### src/rtl/bmpycc_pkg.sv
// Shared types and constants for the BMP to YCbCr 4:2:2 converter.
// No dependencies; imported by the front end, queue, back end and top level.
`default_nettype none

package bmpycc_pkg;

   // Pixel format register codes
   typedef enum logic [2:0] {
      FMT_1BPP  = 3'd0,
      FMT_4BPP  = 3'd1,
      FMT_8BPP  = 3'd2,
      FMT_24BPP = 3'd3,
      FMT_32BPP = 3'd4
   } fmt_type;

   // Configuration register indexes
   typedef enum logic [1:0] {
      CSR_FORMAT = 2'd0,
      CSR_WIDTH  = 2'd1,
      CSR_HEIGHT = 2'd2,
      CSR_UNUSED = 2'd3
   } csr_index_type;

   typedef enum logic {
      JOB_PAL_WRITE = 1'b0,
      JOB_PAIR      = 1'b1
   } job_kind_type;

   // One unit of work for the conversion back end
   typedef struct packed {
      job_kind_type kind;
      logic         use_pal;   // c1/c2 hold palette indexes in [7:0]
      logic [23:0]  c1;        // color R,G,B or palette index; write data for palette
      logic [23:0]  c2;        // second color or index; palette address on writes
      logic [8:0]   row_top;   // row number counted from the top
      logic [9:0]   col_half;  // word column within the row
      logic         last;
      logic         done;
   } job_type;

   localparam logic [3:0] GROUP_DEPTH = 4'd8;
   localparam int         FIFO_DEPTH  = 4;

   // Reset values of the configuration registers
   localparam logic [2:0] FORMAT_RESET = 3'd3;
   localparam logic [9:0] WIDTH_RESET  = 10'd640;
   localparam logic [8:0] HEIGHT_RESET = 9'd480;

   // Conversion weights
   localparam logic [9:0]  Y_R = 10'd299;
   localparam logic [9:0]  Y_G = 10'd587;
   localparam logic [9:0]  Y_B = 10'd114;
   localparam logic [25:0] C_OFFSET = 26'd12800000;
   localparam logic [15:0] C_HALF   = 16'd50000;
   localparam logic [15:0] CB_R     = 16'd16874;
   localparam logic [15:0] CB_G     = 16'd33126;
   localparam logic [15:0] CR_G     = 16'd41869;
   localparam logic [15:0] CR_B     = 16'd8131;

   // Exact reciprocals: n/1000 for n < 2^18, n/100000 for n < 2^25
   localparam logic [18:0] Y_RECIP = 19'd268436;
   localparam int          Y_SHIFT = 28;
   localparam logic [25:0] C_RECIP = 26'd43980466;
   localparam int          C_SHIFT = 42;

endpackage

`default_nettype wire

### src/rtl/bmpycc_fifo.sv
// Four-entry job queue between the byte front end and the conversion back end.
// Depends on bmpycc_pkg for the job type.
`default_nettype none

module bmpycc_fifo
   import bmpycc_pkg::*;
(
   input  wire logic    clock,
   input  wire logic    reset,
   input  wire logic    push,
   input  wire job_type push_job,
   output logic         full,
   input  wire logic    pop,
   output job_type      head_job,
   output logic         empty
);

   localparam int PW = $clog2(FIFO_DEPTH);

   job_type          slot_ff [FIFO_DEPTH];
   logic [PW-1:0]    wr_ptr_ff, wr_ptr_in;
   logic [PW-1:0]    rd_ptr_ff, rd_ptr_in;
   logic [PW:0]      count_ff, count_in;

   assign full     = (count_ff == (PW+1)'(FIFO_DEPTH));
   assign empty    = (count_ff == '0);
   assign head_job = slot_ff[rd_ptr_ff];

   // pointer and fill tracking
   always_comb begin
      wr_ptr_in = wr_ptr_ff;
      rd_ptr_in = rd_ptr_ff;
      count_in  = count_ff;
      if (push && !full) begin
         wr_ptr_in = wr_ptr_ff + 1'b1;
      end
      if (pop && !empty) begin
         rd_ptr_in = rd_ptr_ff + 1'b1;
      end
      if ((push && !full) && !(pop && !empty)) begin
         count_in = count_ff + 1'b1;
      end else if (!(push && !full) && (pop && !empty)) begin
         count_in = count_ff - 1'b1;
      end
   end

   always_ff @(posedge clock) begin
      if (reset) begin
         wr_ptr_ff <= '0;
         rd_ptr_ff <= '0;
         count_ff  <= '0;
      end else begin
         wr_ptr_ff <= wr_ptr_in;
         rd_ptr_ff <= rd_ptr_in;
         count_ff  <= count_in;
      end
   end

   // storage
   always_ff @(posedge clock) begin
      if (push && !full) begin
         slot_ff[wr_ptr_ff] <= push_job;
      end
   end

endmodule

`default_nettype wire

### config.mk
export PLATFORM = sky130hd
export DESIGN_NAME = bmpycc_fifo
export DESIGN_NICKNAME = d
export VERILOG_FILES = /design/src/rtl/bmpycc_pkg.sv /design/src/rtl/bmpycc_fifo.sv
export SDC_FILE = /design/constraint.sdc
export NUM_CORES = 1
export LEC_CHECK = 0
export BUFFER_PORTS_ARGS = -buffer_cell sky130_fd_sc_hd__buf_2
export CAP_MARGIN = 10
export CORE_MARGIN = 3
export CORE_UTILIZATION = 51
export DETAILED_ROUTE_END_ITERATION = 8
export GPL_ROUTABILITY_DRIVEN = 0
export PLACE_DENSITY = 0.76
export SLEW_MARGIN = 0
export SYNTH_ARGS = -nofsm -noshare
export SYNTH_HDL_FRONTEND = slang
export SYNTH_SLANG_ARGS = --single-unit
### constraint.sdc
create_clock -name clock -period 3 [get_ports clock]
set_input_delay 0.3 -clock clock [delete_from_list [all_inputs] [get_ports clock]]
set_output_delay 0.3 -clock clock [all_outputs]
set_load 0.01 [all_outputs]
==> results of run 1 <==
stage by stage:
stage	power (uW)	instances	hold slack, ns	utilization, %
after global routing	11700	953	0.0117	66.1
after CTS	11400	952	0.00221	66.0
after floorplan	6860	419	0.399	-
after detailed placement	7640	832	0.508	57.9
final	11200	953	0.0348	66.1
after global placement	7560	832	0.497	57.9
layout make-up:
class	count	area (um2)
clock buffer	31	733
timing repair buffer	230	1610
fill	1309	6960
antenna	1	2.50
sequential	293	8720
clock inverter	19	243
inverter	4	15.0
tap	270	338
multi-input combinational	105	1880
layout by cell type (no fill, tap or decap), drive strengths merged:
cell	count
edfxtp	284
buf	160
mux4	71
dlygate4sd3	70
clkbuf	31
clkinv	11
dfxtp	9
nor2	6
bufinv	6
ha	5
inv	5
and2	4
xor2	4
o21ai	2
or3	2
a21oi	2
mux2i	2
nand2b	2
diode	1
nor3b	1
nor3	1
o31ai	1
o311ai	1
fa	1
clkinvlp	1
report_power, final:
group / total, uW / leakage (uW) / switching, uW / internal [uW]
sequential: 5130 / 0.00268 / 210 / 4920
clock: 3660 / 0.000476 / 1390 / 2260
combinational: 2430 / 0.00148 / 1170 / 1260
synthesized netlist by cell type (all sizes together):
library cell / instances / area share (%)
ha: 5 / 0.58
nand2b: 2 / 0.12
or3: 2 / 0.12
o311ai: 1 / 0.081
dfxtp: 9 / 1.7
nor3: 1 / 0.046
edfxtp: 284 / 79
mux2i: 2 / 0.19
a21oi: 2 / 0.093
o21ai: 2 / 0.093
mux4: 71 / 15
o31ai: 1 / 0.12
xor2: 4 / 0.32
buf: 16 / 1.8
nor3b: 1 / 0.12
nor2: 6 / 0.21
inv: 4 / 0.14
clkbuf: 1 / 0.035
fa: 1 / 0.19
and2: 4 / 0.23
per-layer routing:
metal	global-route usage (%)	vias up	part of all wire, %
li1	-	2277	-
met1	23.2	2593	41
met2	30.0	164	51
met3	3.35	36	5.8
met4	4.26	0	1.9
met5	0	-	0
cell families after synthesis:
group	synth area share (%)
adder cells (fa/ha/maj)	0.765
multiplexers	15.0
XOR/XNOR	0.325
AND/OR/NAND/NOR	0.835
flip-flops	80.7
buffers and inverters	1.94
AO/OA/AOI/OAI	0.383
final timing paths:
kind,slack [ns],from,endpoint
max,0.47,flip-flop,head_job[1]
min,0.03,push_job[41],slot_ff[0][41]
max reg2reg,0.57,count_ff[0],count_ff[2]
min reg2reg,0.53,wr_ptr_ff[1],wr_ptr_ff[1]
worst reg2reg max path: cells and delay by family, from the launching register on:
family                     cells  cell delay (ns)
and+or+nand+nor                3             0.80
buffers and inverters          1             0.08
DFF                            1             0.48
AOI/OAI and AO/OA              1             0.15
adders and majority gates      2             0.66
xor gates and xnor gates       1             0.18
state kept, by name, indices dropped and copies added (netlist names), named ones only:
signal and count:
wr_ptr_ff 2, rd_ptr_ff 2, count_ff 3, slot_ff 284
==> run_results.csv, run 1 <==
group,metric,value,unit
routing,num_vias,5070,
placed_design,dp_slack,0.584,ns
routing,drc,0,
clocking,htreeDepth,1,
routing,drt_wl_total,19.7,mm
clocking,clockBufferDepth,3,
worst_setup_path,required,2.70,ns
worst_setup_path,cp_slowest_cell,"dfxtp_4",
synthesis,synth_nets,500,
timing,worst_slew_pin_slew,0.729,ns
clocking,root_buffer,"clkbuf_16",
placed_design,dp.final_hpwl,11.7,mm
clocking,cts_tree,"done",
timing,finalWorstSetupSlack,0.466,ns
routing,drtIter0Drc,291,
timing,finalClockSkew,0.00673,ns
synthesis,syn-cell-area,0.0108,mm2
timing,fin_crit_sh,84.5,%
die,pin_count,148,
routing,drt_pre_antenna_iters,5,
worst_setup_path,arrival,2.23,ns
worst_setup_path,crit_chain,"buf_4 > mux4_2 > buf_2",
synthesis,yosysWarnings,0,
worst_setup_path,path_depth,3,
worst_setup_path,crit_fanout,47,
die,die_area,0.0229,mm2
pwr,power_density,829,mW/mm2
routing,via_per_inst,5.32,
placed_design,io_buffer_count,147,
cells_and_area,drive_above_1_share,40.9,%
cells_and_area,syn2layout_area_growth,25.5,%
worst_setup_path,rr_worst_depth,8,
timing,period_minus_slack,2.53,ns
synthesis,synth_seq_cells,293,
clocking,path_clk_slew,0.06,ns
worst_setup_path,critical-path-top-delay-family,"flip-flops",
clocking,cts_setup_buffers,0,
die,initial_utilization,52.6,%
placed_design,place_area,0.0119,mm2
routing,drtAntennaViolNets,0,
synthesis,synth.distinct_cells,24,
synthesis,syn_inst,419,
worst_setup_path,path_class,"flip-flop to output pin",
grt,antenna_found_initial,1,
grt,grt-ovfl-total,0,
grt,grt_pass1_wl,30.4,mm
die,core.rowCount,52,
grt,grt_usage,17.4,%
die,die_x,151,um
timing,final-setup-viol-count,0,
clocking,cts-resized-gates,0,
hold_path,hold_depth,1,
cells_and_area,nNetsFinal,744,
grt,grt_pass1_vias,5554,
timing,slew_viol_final,0,
synthesis,ys_seq_area_share,80.7,%
grt,grt_max_degree,48,
timing,fmax,0.395,GHz
clocking,numCtsBuffers,29,
timing,finalHoldViolations,0,
hold_path,hold_path.class,"input pin to flip-flop",
worst_setup_path,cp-start-kind,"flip-flop",
clocking,clock_sinks,293,
die,die_h,151,um
die,core,0.0205,mm2
pwr,ir_drop,536,uV
timing,setup_tns,0,ns
timing,rsz0062_at_grt,"false",
clocking,postCtsHoldBufs,70,
worst_setup_path,path_buf_inv,2,
timing,slew_headroom,51.4,%
routing,wl_per_cell,20.7,um
status,status,"completed",
synthesis,synth_area_per_cell,25.7,um2
clocking,clk_latency,0.52,ns
cells_and_area,fin_area,0.0135,mm2
worst_setup_path,worstSetupEndpointType,"output pin",
worst_setup_path,slowest_delay,0.83,ns
flow_run,maxCapViolations,0,
pwr,p_leak,0.00463,uW
(Power assumes the default switching activity.)
==> inputs of run 2 (changes only) <==
- CORE_UTILIZATION: 51 -> 55
- PLACE_DENSITY: 0.76 -> 0.78
- clock period: 3 -> 2.4 ns (I/O delays scaled with it)
==> run 2 against run 1 <==
  * Non-clock buffer count rose by 12
  * First-iteration DRC count rose by 3.8%
  * Combinational power rose by 35%
  * Flip-flop and latch count did not move
  * Clock skew rose by 0.011 ns
  * Cell count rose by 0.42%
  * Register-to-register slack got worse by 0.32 ns
  * Via count rose by 2.4%
  * Utilization rose by 5.4 points
  * Critical endpoint is now head_job[20]
  * Hold slack improved by 0.061 ns
  * Sequential power rose by 23%
  * Highest routed layer unchanged
==> run_results.csv, run 2 (synthesized netlist as in run 1, its figures left out) <==
group,metric,value,unit
pwr,swShare,25.3,%
grt,grt_pass1_wl,31.6,mm
worst_setup_path,path_class,"flip-flop to output pin",
worst_setup_path,crit_chain,"buf_4 > buf_12 > mux4_2 > buf_2",
die,core,0.0190,mm2
cells_and_area,utilization,71.4,%
placed_design,dp.final_hpwl,11.8,mm
worst_setup_path,arrival,1.95,ns
pwr,seqPwrFrac,46.0,%
cells_and_area,largest_reg_flops,284,
hold_path,hold_path.class,"input pin to flip-flop",
routing,drc,0,
timing,rsz0062_at_grt,"false",
routing,drtAntennaViolNets,0,
cells_and_area,fin_area,0.0136,mm2
flow_run,maxCapViolations,0,
die,core.rowCount,50,
die,die_x,146,um
clocking,clock_sinks,293,
cells_and_area,final_cells,957,
grt,grt_max_degree,45,
timing,slew_headroom,66.8,%
pwr,p_int,10300,uW
pwr,power_frac_clock,30.1,%
timing,fmax,0.457,GHz
worst_setup_path,worstSetupEndpointType,"output pin",
pwr,comb_power_share,23.9,%
worst_setup_path,path_buf_inv,3,
grt,antenna_found_initial,0,
timing,finalClockSkew,0.0176,ns
cells_and_area,final_common_cell,"edfxtp_1",
clocking,path_clk_slew,0.06,ns
die,pin_count,148,
timing,final-setup-viol-count,0,
routing,drt_pre_antenna_iters,4,
placed_design,io_buffer_count,147,
grt,grt_usage,18.9,%
routing,drt_wl_total,19.8,mm
clocking,numCtsBuffers,29,
routing,wl_per_cell,20.7,um
pwr,power.switching,3470,uW
cells_and_area,diodes,0,
cells_and_area,largestRegisters,"slot_ff x284, count_ff x3",
grt,grt_pass1_vias,5573,
pwr,ir_drop,658,uV
clocking,clk_latency,0.53,ns
timing,fin_crit_sh,91.2,%
timing,slew_viol_final,0,
die,die_area,0.0213,mm2
pwr,p_leak,0.00465,uW
clocking,cts-resized-gates,0,
timing,worst_slew_pin_slew,0.492,ns
grt,grt-ovfl-total,0,
worst_setup_path,crit_fanout,19,
routing,via_per_inst,5.43,
clocking,clockBufferDepth,3,
cells_and_area,largest-register,"slot_ff",
timing,period_minus_slack,2.19,ns
cells_and_area,final_cell_mix,"edfxtp_1, buf_2, dlygate4sd3_1, mux4_2, clkbuf_16",
pwr,power_density,1010,mW/mm2
worst_setup_path,critical-path-top-delay-family,"multiplexers",
placed_design,placed_cells,826,
worst_setup_path,slowest_delay,0.53,ns
die,die_h,146,um
cells_and_area,nNetsFinal,756,
timing,finalHoldViolations,0,
routing,num_vias,5194,
routing,drtIter0Drc,302,
status,status,"completed",
clocking,root_buffer,"clkbuf_16",
hold_path,hold_path_startpoint,"pop",
timing,hold_slack,0.0958,ns
worst_setup_path,required,2.16,ns
timing,setup_tns,0,ns
cells_and_area,syn2layout_area_growth,25.9,%
clocking,htreeDepth,1,
worst_setup_path,rr_startpoint,"count_ff[0]",
placed_design,place_area,0.0119,mm2
worst_setup_path,cp_slowest_cell,"mux4_2",
worst_setup_path,cp-start-kind,"flip-flop",
clocking,cts_tree,"done",
die,initial_utilization,56.7,%
cells_and_area,drive_above_1_share,40.7,%
-- run 2: metrics by stage --
stage                     worst slack, ns  power, uW
after floorplan                     0.213       8560
after global placement              0.422       9490
after detailed placement            0.268       9600
after CTS                           0.174      13900
after global routing                0.110      14400
final                               0.211      13800
-- run 2: final cells by class --
| type | count | area [um2] |
|---|---|---|
| Sequential cell | 293 | 8720 |
| Fill cell | 1161 | 5430 |
| Multi-Input combinational cell | 105 | 1880 |
| Timing Repair Buffer | 242 | 1770 |
| Clock buffer | 38 | 759 |
| Tap cell | 260 | 325 |
| Clock inverter | 15 | 121 |
| Inverter | 4 | 15.0 |
-- run 2: metal layers --
layer,track usage [%],vias up,share of wire [%]
met2,32.4,184,52
li1,-,2313,-
met4,4.75,0,2.0
met1,25.6,2668,40
met5,0,-,0
met3,3.57,29,5.9
-- run 2: what timing repair did --
item | 4_1_cts | 5_1_grt
hold endpoints to repair | 290 | 0
setup endpoints to repair | 20 | 0
setup buffers | 6 | 0
hold buffers | 72 | 0
-- run 2: power groups by stage --
stage	Sequential [uW]	Clock [uW]	Combinational (uW)
2_1_floorplan	6360	0	2210
3_3_place_gp	6480	0	3010
3_5_place_dp	6520	0	3070
4_1_cts	6340	4240	3360
5_1_grt	6380	4450	3550
6_report	6330	4140	3290
-- run 2: final timing paths --
path / end / slack [ns] / depth (start not counted)
worst max-delay path: head_job[20] / 0.21 / 4
worst min-delay path: flip-flop / 0.1 / 4
worst max register to register: count_ff[2] / 0.25 / 8
worst min register to register: wr_ptr_ff[1] / 0.52 / 2
-- run 2: tightest hold or removal path, stage by stage --
cell	delay, ns
buf_2	0.12
o31ai_2	0.08
xor2_1	0.08
nor2_1	0.07
